**src/sv/triplet_low_complexity_filter_macros.svh**
```systemverilog
// Assertion macros for the triplet low-complexity filter.
`ifndef TRIPLET_LOW_COMPLEXITY_FILTER_MACROS_SVH
`define TRIPLET_LOW_COMPLEXITY_FILTER_MACROS_SVH

`ifndef SYNTH

// Antecedent true at an edge implies consequent at the same edge.
`define TLCF_ASSERT_SAME(lbl, clk, rst_n, ante, cons) \
    lbl: assert property (@(posedge clk) disable iff (!rst_n) (ante) |-> (cons)) \
        else $error("tlcf: same-cycle check failed");

// Antecedent true at an edge implies consequent at the following edge.
`define TLCF_ASSERT_NEXT(lbl, clk, rst_n, ante, cons) \
    lbl: assert property (@(posedge clk) disable iff (!rst_n) (ante) |=> (cons)) \
        else $error("tlcf: next-cycle check failed");

`else

`define TLCF_ASSERT_SAME(lbl, clk, rst_n, ante, cons)
`define TLCF_ASSERT_NEXT(lbl, clk, rst_n, ante, cons)

`endif

`endif

```
**src/sv/tlcf_pkg.sv**
```systemverilog
// Shared types, constants and helper functions of the triplet low-complexity filter.
package tlcf_pkg;

    localparam int SYMBOL_W             = 8;
    localparam int THR_W                = 7;
    localparam int BASE_W               = 3;
    localparam int TRIPLETS             = 125;
    localparam int IDX_W                = $clog2(TRIPLETS);
    localparam int DEFAULT_MAX_READ_LEN = 64;
    localparam logic [THR_W-1:0] THRESHOLD_RESET = 7'd8;

    localparam int APB_ADDR_W = 3;
    localparam int APB_DATA_W = 32;
    localparam int REG_IDX_W  = APB_ADDR_W - 2;

    typedef enum logic [REG_IDX_W-1:0] {
        REG_THRESHOLD = 1'b0
    } reg_idx_t;

    typedef enum logic [BASE_W-1:0] {
        BASE_A = 3'd0,
        BASE_C = 3'd1,
        BASE_G = 3'd2,
        BASE_T = 3'd3,
        BASE_N = 3'd4
    } base_t;

    typedef logic [IDX_W-1:0] idx_t;

    // Map a raw character to its base code; anything unknown is N.
    function automatic base_t base_of(input logic [SYMBOL_W-1:0] ch);
        base_t b;
        case (ch) inside
            8'h41, 8'h61:               b = BASE_A;
            8'h43, 8'h63:               b = BASE_C;
            8'h47, 8'h67:               b = BASE_G;
            8'h54, 8'h74, 8'h55, 8'h75: b = BASE_T;
            default:                    b = BASE_N;
        endcase
        return b;
    endfunction

    // Base-5 code of three bases, oldest first.
    function automatic idx_t triplet_index(input base_t d2, input base_t d1, input base_t d0);
        idx_t r;
        r = IDX_W'(d2) * IDX_W'(25) + IDX_W'(d1) * IDX_W'(5) + IDX_W'(d0);
        return r;
    endfunction

endpackage

```
**src/sv/tlcf_if.sv**
```systemverilog
// Valid/ready channel interfaces: character requests in, verdict requests out.
interface tlcf_sym_if
    import tlcf_pkg::*;
();
    logic                valid;
    logic                ready;
    logic [SYMBOL_W-1:0] symbol;
    logic                last_symbol;

    modport source (output valid, output symbol, output last_symbol, input ready);
    modport sink   (input valid, input symbol, input last_symbol, output ready);
endinterface

interface tlcf_verdict_if;
    logic valid;
    logic ready;
    logic low_complexity;

    modport source (output valid, output low_complexity, input ready);
    modport sink   (input valid, input low_complexity, output ready);
endinterface

```
**src/sv/tlcf_ram.sv**
```systemverilog
// Generic single-write, single-read RAM with registered read data.
module tlcf_ram #(
    parameter int WIDTH = 8,
    parameter int DEPTH = 128
) (
    input  logic                     clk,
    input  logic                     we,
    input  logic [$clog2(DEPTH)-1:0] waddr,
    input  logic [WIDTH-1:0]         wdata,
    input  logic                     re,
    input  logic [$clog2(DEPTH)-1:0] raddr,
    output logic [WIDTH-1:0]         rdata
);

    logic [WIDTH-1:0] mem [DEPTH];

    always_ff @(posedge clk)
    begin
        if (we)
        begin
            mem[waddr] <= wdata;
        end
        if (re)
        begin
            rdata <= mem[raddr];
        end
    end

endmodule

```
**src/sv/triplet_low_complexity_filter.sv**
```systemverilog
// Triplet low-complexity filter: streams read characters (last_symbol marking each read's
// end), maps each to a base A/C/G/T(U)/N, and counts every overlapping base triplet of
// the read in 125 per-read counters that saturate at MAX_READ_LEN. Once a counter reaches
// repeat_threshold the read is judged low-complexity and its remaining characters are not
// counted. The character flagged last_symbol produces one verdict request on verdict_out;
// other characters produce none. Reads of one or two bases never count a triplet.
// Rate: one character per cycle. A read's last character passes the counting stage, then
// the output register, to reach verdict_out. The triplet code is formed at the input
// edge and issues a read of the counter RAM; the counting stage then bumps the counter
// and writes it back. A counter written in the cycle of a following read is forwarded,
// so repeated triplets in consecutive characters never stall. Counters clear at once at
// the end of a read through a per-entry valid vector, so there is no clearing pass after
// reset and no gap between reads. The input stalls only when a verdict is waiting in the
// output register and the next character in flight is also the last of its read.
// repeat_threshold sits at APB byte address 0; write it only while the block is idle.
module triplet_low_complexity_filter
    import tlcf_pkg::*;
#(
    parameter int MAX_READ_LEN = DEFAULT_MAX_READ_LEN
) (
    input  logic                  clk,
    input  logic                  rst_n,
    tlcf_sym_if.sink              sym_in,
    tlcf_verdict_if.source        verdict_out,
    input  logic                  psel,
    input  logic                  penable,
    input  logic                  pwrite,
    input  logic [APB_ADDR_W-1:0] paddr,
    input  logic [APB_DATA_W-1:0] pwdata,
    output logic [APB_DATA_W-1:0] prdata,
    output logic                  pready
);

`include "triplet_low_complexity_filter_macros.svh"

    localparam int CNT_W = $clog2(MAX_READ_LEN + 1);
    localparam int CMP_W = (CNT_W > THR_W) ? CNT_W : THR_W;
    localparam logic [CNT_W-1:0] CNT_MAX = CNT_W'(MAX_READ_LEN);

    // ---------------------------------------------------------------- config port
    logic [THR_W-1:0] thr_reg;
    logic             cfg_hit;

    assign pready  = 1'b1;
    assign cfg_hit = (paddr[APB_ADDR_W-1:2] == REG_THRESHOLD);

    always_ff @(posedge clk or negedge rst_n)
    begin
        if (!rst_n)
        begin
            thr_reg <= THRESHOLD_RESET;
        end
        else if (psel && penable && pwrite && cfg_hit)
        begin
            thr_reg <= pwdata[THR_W-1:0];
        end
    end

    assign prdata = cfg_hit ? APB_DATA_W'(thr_reg) : '0;

    // ---------------------------------------------------------------- input stage
    // The last two bases live as a short shift line of digits; the triplet code is the
    // base-5 value of those two and the current character's base.
    base_t     d0_reg, d1_reg;
    logic [1:0] bases_reg;
    base_t     base_now;
    idx_t      idx_now;
    logic      accept;
    logic      cnt_en_now;

    // Counting stage
    logic             b_valid_reg;
    logic             b_last_reg;
    logic             b_cnt_en_reg;
    idx_t             b_idx_reg;
    logic             fwd_hit_reg;
    logic [CNT_W-1:0] fwd_val_reg;
    logic             b_fire;

    logic             rejected_reg;
    logic [TRIPLETS-1:0] valid_reg;
    logic [CNT_W-1:0] ram_q;
    logic [CNT_W-1:0] cur_cnt;
    logic [CNT_W-1:0] new_cnt;
    logic             ram_we;
    logic             hit;
    logic             out_free;

    // Output register
    logic out_valid_reg;
    logic out_lc_reg;

    assign base_now   = base_of(sym_in.symbol);
    assign idx_now    = triplet_index(d1_reg, d0_reg, base_now);
    assign cnt_en_now = bases_reg[1];
    assign accept     = sym_in.valid && sym_in.ready;

    always_ff @(posedge clk or negedge rst_n)
    begin
        if (!rst_n)
        begin
            d0_reg    <= BASE_A;
            d1_reg    <= BASE_A;
            bases_reg <= 2'd0;
        end
        else if (accept)
        begin
            if (sym_in.last_symbol)
            begin
                // drop the read's history ready for the next read
                d0_reg    <= BASE_A;
                d1_reg    <= BASE_A;
                bases_reg <= 2'd0;
            end
            else
            begin
                d0_reg <= base_now;
                d1_reg <= d0_reg;
                if (bases_reg != 2'd3)
                begin
                    bases_reg <= bases_reg + 2'd1;
                end
            end
        end
    end

    // ---------------------------------------------------------------- counter RAM
    tlcf_ram #(
        .WIDTH (CNT_W),
        .DEPTH (TRIPLETS)
    ) u_cnt_ram (
        .clk   (clk),
        .we    (ram_we),
        .waddr (b_idx_reg),
        .wdata (new_cnt),
        .re    (accept),
        .raddr (idx_now),
        .rdata (ram_q)
    );

    // ---------------------------------------------------------------- counting stage
    assign out_free = !out_valid_reg || verdict_out.ready;
    assign b_fire   = b_valid_reg && (!b_last_reg || out_free);
    assign sym_in.ready = !b_valid_reg || b_fire;

    // Forwarded value wins, then the RAM word if the entry was written this read.
    assign cur_cnt = fwd_hit_reg ? fwd_val_reg :
                     (valid_reg[b_idx_reg] ? ram_q : '0);
    assign new_cnt = (cur_cnt < CNT_MAX) ? cur_cnt + CNT_W'(1) : cur_cnt;
    assign ram_we  = b_fire && b_cnt_en_reg && !rejected_reg;
    assign hit     = b_cnt_en_reg && !rejected_reg && (CMP_W'(new_cnt) >= CMP_W'(thr_reg));

    always_ff @(posedge clk or negedge rst_n)
    begin
        if (!rst_n)
        begin
            b_valid_reg <= 1'b0;
            fwd_hit_reg <= 1'b0;
        end
        else if (accept)
        begin
            b_valid_reg <= 1'b1;
            // the RAM returns the old word if the stage ahead writes the same entry now
            fwd_hit_reg <= ram_we && !b_last_reg && (b_idx_reg == idx_now);
        end
        else if (b_fire)
        begin
            b_valid_reg <= 1'b0;
        end
    end

    always_ff @(posedge clk)
    begin
        if (accept)
        begin
            b_last_reg   <= sym_in.last_symbol;
            b_cnt_en_reg <= cnt_en_now;
            b_idx_reg    <= idx_now;
            fwd_val_reg  <= new_cnt;
        end
    end

    always_ff @(posedge clk or negedge rst_n)
    begin
        if (!rst_n)
        begin
            rejected_reg <= 1'b0;
            valid_reg    <= '0;
        end
        else if (b_fire)
        begin
            if (b_last_reg)
            begin
                // clear every per-read counter at once
                rejected_reg <= 1'b0;
                valid_reg    <= '0;
            end
            else
            begin
                if (hit)
                begin
                    rejected_reg <= 1'b1;
                end
                if (ram_we)
                begin
                    valid_reg[b_idx_reg] <= 1'b1;
                end
            end
        end
    end

    // ---------------------------------------------------------------- output register
    always_ff @(posedge clk or negedge rst_n)
    begin
        if (!rst_n)
        begin
            out_valid_reg <= 1'b0;
        end
        else if (b_fire && b_last_reg)
        begin
            out_valid_reg <= 1'b1;
        end
        else if (verdict_out.ready)
        begin
            out_valid_reg <= 1'b0;
        end
    end

    always_ff @(posedge clk)
    begin
        if (b_fire && b_last_reg)
        begin
            out_lc_reg <= rejected_reg || hit;
        end
    end

    assign verdict_out.valid          = out_valid_reg;
    assign verdict_out.low_complexity = out_lc_reg;

    // ---------------------------------------------------------------- assertions
    `TLCF_ASSERT_SAME(a_stall_only_on_full_output, clk, rst_n, !sym_in.ready, b_valid_reg && b_last_reg && out_valid_reg && !verdict_out.ready)
    `TLCF_ASSERT_NEXT(a_read_end_clears_flag, clk, rst_n, b_fire && b_last_reg, !rejected_reg && (valid_reg == '0))
    `TLCF_ASSERT_NEXT(a_last_char_resets_history, clk, rst_n, accept && sym_in.last_symbol, bases_reg == 2'd0)
    `TLCF_ASSERT_NEXT(a_verdict_follows_last, clk, rst_n, b_fire && b_last_reg, out_valid_reg)

endmodule
```
**src/flat_wrapper.sv**
```systemverilog
// flat-port wrapper written by rule: the top's interface ports become plain ports
module triplet_low_complexity_filter_flat import tlcf_pkg::*;
#(
    parameter int MAX_READ_LEN = DEFAULT_MAX_READ_LEN
)
  (clk, rst_n, psel, penable, pwrite, paddr, pwdata, prdata, pready, sym_in_valid, sym_in_symbol, sym_in_last_symbol, sym_in_ready, verdict_out_valid, verdict_out_low_complexity, verdict_out_ready);
  tlcf_sym_if sym_in_i ();
  tlcf_verdict_if verdict_out_i ();
  input  logic clk;
  input  logic rst_n;
  input  logic psel;
  input  logic penable;
  input  logic pwrite;
  input  logic [APB_ADDR_W-1:0] paddr;
  input  logic [APB_DATA_W-1:0] pwdata;
  output logic [APB_DATA_W-1:0] prdata;
  output logic pready;
  input wire logic [$bits(sym_in_i.valid)-1:0] sym_in_valid;
  input wire logic [$bits(sym_in_i.symbol)-1:0] sym_in_symbol;
  input wire logic [$bits(sym_in_i.last_symbol)-1:0] sym_in_last_symbol;
  output wire logic [$bits(sym_in_i.ready)-1:0] sym_in_ready;
  output wire logic [$bits(verdict_out_i.valid)-1:0] verdict_out_valid;
  output wire logic [$bits(verdict_out_i.low_complexity)-1:0] verdict_out_low_complexity;
  input wire logic [$bits(verdict_out_i.ready)-1:0] verdict_out_ready;
  assign sym_in_i.valid = sym_in_valid;
  assign sym_in_i.symbol = sym_in_symbol;
  assign sym_in_i.last_symbol = sym_in_last_symbol;
  assign sym_in_ready = sym_in_i.ready;
  assign verdict_out_valid = verdict_out_i.valid;
  assign verdict_out_low_complexity = verdict_out_i.low_complexity;
  assign verdict_out_i.ready = verdict_out_ready;
  triplet_low_complexity_filter #(.MAX_READ_LEN(MAX_READ_LEN)) u_core (.clk(clk), .rst_n(rst_n), .sym_in(sym_in_i), .verdict_out(verdict_out_i), .psel(psel), .penable(penable), .pwrite(pwrite), .paddr(paddr), .pwdata(pwdata), .prdata(prdata), .pready(pready));
endmodule
```
**config.mk**
```make
export PLATFORM = sky130hd
export DESIGN_NAME = triplet_low_complexity_filter_flat
export DESIGN_NICKNAME = d
export VERILOG_FILES = /design/src/sv/tlcf_pkg.sv /design/src/sv/tlcf_if.sv /design/src/sv/tlcf_ram.sv /design/src/sv/triplet_low_complexity_filter.sv /design/src/flat_wrapper.sv
export VERILOG_INCLUDE_DIRS = /design/src /design/src/sv
export SDC_FILE = /design/constraint.sdc
export NUM_CORES = 1
export LEC_CHECK = 0
export BUFFER_PORTS_ARGS = -buffer_cell sky130_fd_sc_hd__buf_2
export CORE_MARGIN = 2
export CORE_UTILIZATION = 55
export CTS_CLUSTER_SIZE = 24
export DETAILED_ROUTE_END_ITERATION = 16
export PLACE_DENSITY = 0.71
export SLEW_MARGIN = 20
export SYNTH_ARGS = -nofsm -noshare
export SYNTH_HDL_FRONTEND = slang
export SYNTH_SLANG_ARGS = --single-unit
```
**constraint.sdc**
```tcl
create_clock -name clk -period 16.6 [get_ports clk]
set_input_delay 0 -clock clk [delete_from_list [all_inputs] [get_ports clk]]
set_output_delay 0 -clock clk [all_outputs]
set_load 0.1 [all_outputs]
```
; ---- Word level (Yosys, flattened, before mapping)
; Memory sizes are Yosys's and may differ from the RTL's. A register that Yosys moved wholly into a read port is not among the register bits.
; Cells that the tools add are included.
[word_totals]
ff_bits = 161
wordCells = 98
out_inout_bits = 36
mem_count = 1
ramBits = 875
[classes]
n_eq_ne = 12
bitwise_logic = 2
n_reduce_logical = 33
add_sub_neg = 4
mux = 26
order_cmp = 4
n_mul = 2
[memory_table]
columns = memory, words, width, rd, rd_clocked_by_memory_dff, write_ports, line
row1 = u_core.u_cnt_ram.mem, 125, 7, 1, 1, 1, tlcf_ram.sv:15  ; logic [WIDTH-1:0] mem [DEPTH];
[op_table]
columns = operator, count
row1 = 125-bit two-way mux, 2
row2 = 125-bit bitwise OR, 1
row3 = "8-bit by 7-bit == test with 1-bit output, second input constant", 10
row4 = 7-bit two-way mux, 4
row5 = 3-bit two-way mux, 6
row6 = 1-bit logical AND, 13
row7 = 1-bit two-way mux, 10
row8 = 2-bit nonzero test, 5
row9 = "7-bit by 8-bit less-than comparator with 1-bit output, second input constant", 1
row10 = "7-bit by 1-bit adder with 7-bit output, second input constant", 1
row11 = 7-bit by 3-bit adder with 7-bit output, 1
row12 = 7-bit by 6-bit adder with 7-bit output, 1
row13 = 1-bit binary-select mux with 7-bit select, 1
row14 = 1-bit demux with 7-bit select, 1
row15 = 7-bit == test, 1
row16 = "7-bit by 1-bit greater-or-equal comparator with 1-bit output, second input constant", 1
row17 = 7-bit greater-or-equal comparator, 1
row18 = "7-bit less-than comparator, second input constant", 1
row19 = "3-bit by 5-bit multiplier with 7-bit output, second input constant", 1
row20 = "3-bit by 3-bit multiplier with 6-bit output, second input constant", 1
row21 = 2-bit AND reduction, 3
row22 = 2-bit OR reduction, 3
row23 = 1-bit zero test, 4
row24 = 1-bit logical OR, 4
row25 = other kinds (5), 6

; ---- Longest topological paths before layout
[logic_depth]
ltp_word = 10
mapped_depth = 25
ltp_nobuf = 21

; ---- Modules after synthesis
; Synthesis repeated with hierarchy kept, for this count alone.
[hier_totals]
hier_cells = 2424
area_unflattened_um2 = 42615.9
[modules_own_cells]
columns = mod, cells_per_inst, seq_area_each_um2, instances, area_per_inst_um2
row1 = tlcf_ram, 1603, 26485.4, 1, 34305.4
row2 = triplet_low_complexity_filter, 821, 4115.2, 1, 8310.5

; ---- Least setup slack after synthesis
; Ideal clock, no wire load.
[synth_path]
kind = reg-to-reg
from = reg u_core.b_idx_reg[0]
to = reg u_core.out_lc_reg, in the netlist u_core.verdict_out.low_complexity, data pin
slack_ns = 8.896
period_less_slack_ns = 7.704
arrival_ns = 7.448
stages_incl_launch_ff = 21
path_buffers = 4
cell_sequence = edfxtp_1 -> clkbuf_2 -> buf_6 -> buf_6 -> mux2i_1 -> o22ai_1 -> o21ai_1 -> nand4_1 -> a2111oi_2 -> nor2_2 -> buf_6 -> a22o_4 -> ha_1 -> inv_1 -> a211oi_2 -> xnor2_1 -> ha_1 -> a21o_1 -> a21o_1 -> a21o_1 -> a21o_1
[synth_between]
elab_chain_len = 9
[synth_lines]
columns = element, line
row1 = "start, declared", triplet_low_complexity_filter.sv:75  ; idx_t b_idx_reg;
row2 = "start signal, assigned", triplet_low_complexity_filter.sv:178  ; b_idx_reg <= idx_now;
row3 = 1-bit binary-select mux with 7-bit select *, triplet_low_complexity_filter.sv:148  ; (valid_reg[b_idx_reg] ? ram_q : '0);
row4 = 1-bit two-way mux (not written as such) *, triplet_low_complexity_filter.sv:148
row5 = 7-bit two-way mux *, triplet_low_complexity_filter.sv:148
row6 = 7-bit two-way mux *, triplet_low_complexity_filter.sv:147  ; assign cur_cnt = fwd_hit_reg ? fwd_val_reg :
row7 = 7-bit by 1-bit adder with 7-bit output or 7-bit less-than comparator (tied branches), triplet_low_complexity_filter.sv:149  ; assign new_cnt = (cur_cnt < CNT_MAX) ? cur_cnt + CNT_W'(1) : cur_cnt;
row8 = 7-bit two-way mux *, triplet_low_complexity_filter.sv:149
row9 = named net u_core.new_cnt[4], triplet_low_complexity_filter.sv:84  ; logic [CNT_W-1:0] new_cnt;
row10 = 7-bit greater-or-equal comparator *, triplet_low_complexity_filter.sv:151  ; assign hit = b_cnt_en_reg && !rejected_reg && (CMP_W'(new_cnt) >= CMP_W'(thr_reg));
row11 = 1-bit logical AND *, triplet_low_complexity_filter.sv:151
row12 = 1-bit logical OR *, triplet_low_complexity_filter.sv:233  ; out_lc_reg <= rejected_reg || hit;
row13 = "end signal, assigned", triplet_low_complexity_filter.sv:233
row14 = "end, declared", triplet_low_complexity_filter.sv:91  ; logic out_lc_reg;
; The timed path passes the listed nets; every way through them passes the cells marked *. The select of a mux whose other input is x is not followed.
; A chain may end at the register's enable or synchronous reset.

; ---- Final worst setup path
; Ends and elaborated chain as after synthesis.

==> impl_metrics.py <==
metrics = {
    "run_status": {
        "run_status": "completed",
    },
    "clocking": {
        "h-tree-depth": 3,
        "ctsResizeCount": 0,
        "cts_inserted_buffers": 103,
        "clk_latency_ns": 0.66,
        "cts_tree": "done",
        "path_clk_slew_ns": 0.06,
        "clockRootBuffer": "clkbuf_16",
        "clkSinkCount": 1043,
        "cts_buffer_depth": 3,
    },
    "floorplanning": {
        "io-pin-count": 87,
        "rows": 101,
        "dieArea_sq_um": 79000,
        "die_h_microns": 281,
        "core_sq_um": 75900,
        "start_util_pct": 55.6,
        "die_w_microns": 281,
    },
    "sta": {
        "relSlewSlack_pct": 23.9,
        "rsz0062_at_grt": "no",
        "finalCriticalPeriod_ns": 6.02,
        "clock_skew_ns": 0.0165,
        "hold_viol": 0,
        "fin_ws_ns": 10.58,
        "whs_ns": 0.168,
        "slew_viol_final": 0,
        "timing.final.crit_share_pct": 36.3,
        "setup_viol": 0,
        "tightest_slew_ns": 1.14,
        "finalSetupTns_ns": 0,
        "fmax_mhz": 166,
    },
    "yosys": {
        "synth_cell_type_count": 60,
        "synth-edff-count": 899,
        "async_flop_share_pct": 13.8,
        "synthFlopType": "edfxtp_1",
        "synth_top_area_cell": "edfxtp_1",
        "synth_area_leaders": "edfxtp_1 (64%), mux4_2 (15%), dfrtp_1 (8.5%), nor2_1 (2.5%), mux2i_1 (2.2%)",
        "syn-cell-area_sq_um": 42200,
        "syn_area_per_cell_sq_um": 18.7,
        "yosysSeqAreaShare_pct": 72.4,
        "synth_seq_cells": 1043,
        "synth-warning-count": 0,
        "synth_cells": 2257,
        "synth.top_cell.area_share_pct": 63.9,
    },
    "route": {
        "routed_wl_microns": 90300,
        "routed_via_density": 6.16,
        "drcViolationCount": 0,
        "drt_iter0_markers": 2298,
        "first_pass_iters": 5,
        "vias": 21284,
        "avgRoutedWirePerCell_microns": 26.1,
        "ant_nets": 0,
    },
    "power": {
        "peakVddDrop_uv": 78.7,
        "p_leak_nw": 17.0,
        "power_density_nw_per_um2": 118,
    },
    "critical_path": {
        "rr_startpoint": "u_core.b_idx_reg[0]",
        "startpoint_type": "register",
        "endpoint": "u_core.verdict_out.low_complexity",
        "rr_endpoint": "u_core.verdict_out.low_complexity",
        "crit_path_start": "u_core.b_idx_reg[0]",
        "crit_type": "register to register",
        "endpoint_kind": "register",
        "cp_max_fo": 66,
        "crit_arrival_ns": 6.42,
        "cp.required_ns": 17.00,
        "r2r_setup_slack_ns": 10.58,
        "rr_worst_depth": 18,
    },
    "layout": {
        "largest_reg_flops": 875,
        "stdcell_count": 3457,
        "syn_to_final_growth_pct": 11.4,
        "antennaDiodeCount": 0,
        "drive_above_1_share_pct": 22.1,
        "fin_nets": 2427,
        "fin_area_sq_um": 47100,
    },
    "placed_design": {
        "placed_area_sq_um": 43500,
        "place_ws_ns": 10.63,
        "io_buffers": 32,
        "place.gp.congestion": 0.819,
        "hpwl_microns": 52800,
        "place_inst": 3238,
    },
    "global_route": {
        "grt_overflow_total": 0,
        "grt_max_degree": 126,
        "grt_pass1_wl_microns": 137000,
        "antenna_found_initial": 1,
        "grtUsageTotal_pct": 23.4,
        "grt_pass1_vias": 21625,
    },
    "worst_hold_path": {
        "hold_path.class": "primary input to register",
    },
    "flow_run": {
        "max-cap-violations": 0,
    },
}
==> where the power goes <==
group / internal (W) / switching, W / leakage, nW / total, W
clock network: 0.00131 / 0.000958 / 1.61 / 0.00227
logic: 0.000140 / 0.000268 / 4.04 / 0.000408
registers: 0.00284 / 0.0000166 / 11.3 / 0.00286
==> per-layer routing <==
metal | GRT usage, % | routed length [microns] | vias to the layer above
met1 | 33.9 | 37700 | 11159
met5 | 0 | 0 | -
li1 | - | - | 9084
met4 | 6.27 | 1950 | 0
met2 | 37.3 | 44000 | 899
met3 | 4.10 | 6680 | 142
==> Yosys cell counts (29+ instances only) <==
master,count
buf_4,35
edfxtp_1,899
dfrtp_1,143
a21oi_1,133
clkbuf_1,59
buf_2,34
mux2i_1,91
ha_1,30
inv_1,29
nand2_1,54
nor2_1,286
mux4_2,279
o22ai_1,31
==> through the flow <==
stage / utilization, % / total power [W]
after CTS: 62.0 / 0.00557
after global placement: 57.2 / 0.00331
after floorplan: - / 0.00320
after detailed placement: 57.2 / 0.00331
final: 62.0 / 0.00554
after global routing: 62.0 / 0.00569
==> cell type report <==
type | count | area [sq um]
clock buffers | 128 | 2740
clock inverters | 62 | 559
fillers | 5134 | 28900
inverters | 32 | 123
multi-input cells | 1066 | 11000
flip-flops and latches | 1043 | 30600
well taps | 1030 | 1290
repair buffers | 96 | 762
==> cells in the final DEF (no fill, tap or decap), types with 7 or more instances in the layout <==
| cell type | n |
|---|---|
| buf_4 | 33 |
| dfrtp_1 | 143 |
| buf_2 | 31 |
| nor2b_1 | 8 |
| a21oi_1 | 133 |
| conb_1 | 26 |
| mux4_2 | 279 |
| dlygate4sd3_1 | 28 |
| bufinv_16 | 9 |
| clkinv_2 | 23 |
| a21o_1 | 9 |
| inv_1 | 29 |
| edfxtp_1 | 899 |
| o22ai_1 | 31 |
| mux2i_1 | 91 |
| ha_1 | 28 |
| nand2b_1 | 12 |
| nor2_1 | 280 |
| clkinv_1 | 20 |
| clkbuf_16 | 105 |
| mux2_2 | 7 |
| clkbuf_1 | 20 |
| o21ai_0 | 18 |
| nand2_1 | 53 |
==> critical path, cell delays in order, from the launching register on <==
cell,delay [ns]
edfxtp_1,0.32
buf_4,0.83
mux2i_1,0.29
o22ai_1,0.11
o21ai_0,0.41
a41oi_1,0.20
a2111oi_2,0.46
nor2_2,0.22
a22o_4,0.29
ha_1,0.29
mux2_4,0.61
ha_1,0.36
a21o_1,0.16
a21o_1,0.18
a21o_1,0.17
a21o_1,0.17
a21o_1,0.17
a21o_1,0.21
a21o_1,0.19
==> cells by family after synthesis <==
kind of cell	after synthesis	synth area share [%]
flip-flops	1043	72.4
AND/OR/NAND/NOR	389	3.75
multiplexers	378	17.3
AO/OA/AOI/OAI	222	3.00
buffers and inverters	172	2.07
adder cells (fa/ha/maj)	34	1.08
XOR/XNOR	17	0.406
other	2	0.0178
==> what timing repair did <==
item                                   4_1_cts  5_1_grt
endpoints found under the hold margin       93        0
setup buffers                                0        0
hold buffers                                29        0
==> worst min-delay path by stage <==
stage | start | to | slack (ns) | cells past startpoint
after floorplan | rst_n | u_core.b_valid_reg | -0.30 | 0
final | sym_in_last_symbol | u_core.b_last_reg | 0.17 | 2
after CTS | sym_in_last_symbol | u_core.b_last_reg | 0.13 | 2
after global routing | sym_in_last_symbol | u_core.b_last_reg | 0.16 | 2
after detailed placement | rst_n | u_core.d0_reg[1] | 0.06 | 1
after global placement | rst_n | u_core.d0_reg[2] | 0.04 | 1
No activity file was read; power rests on OpenSTA's default activity.
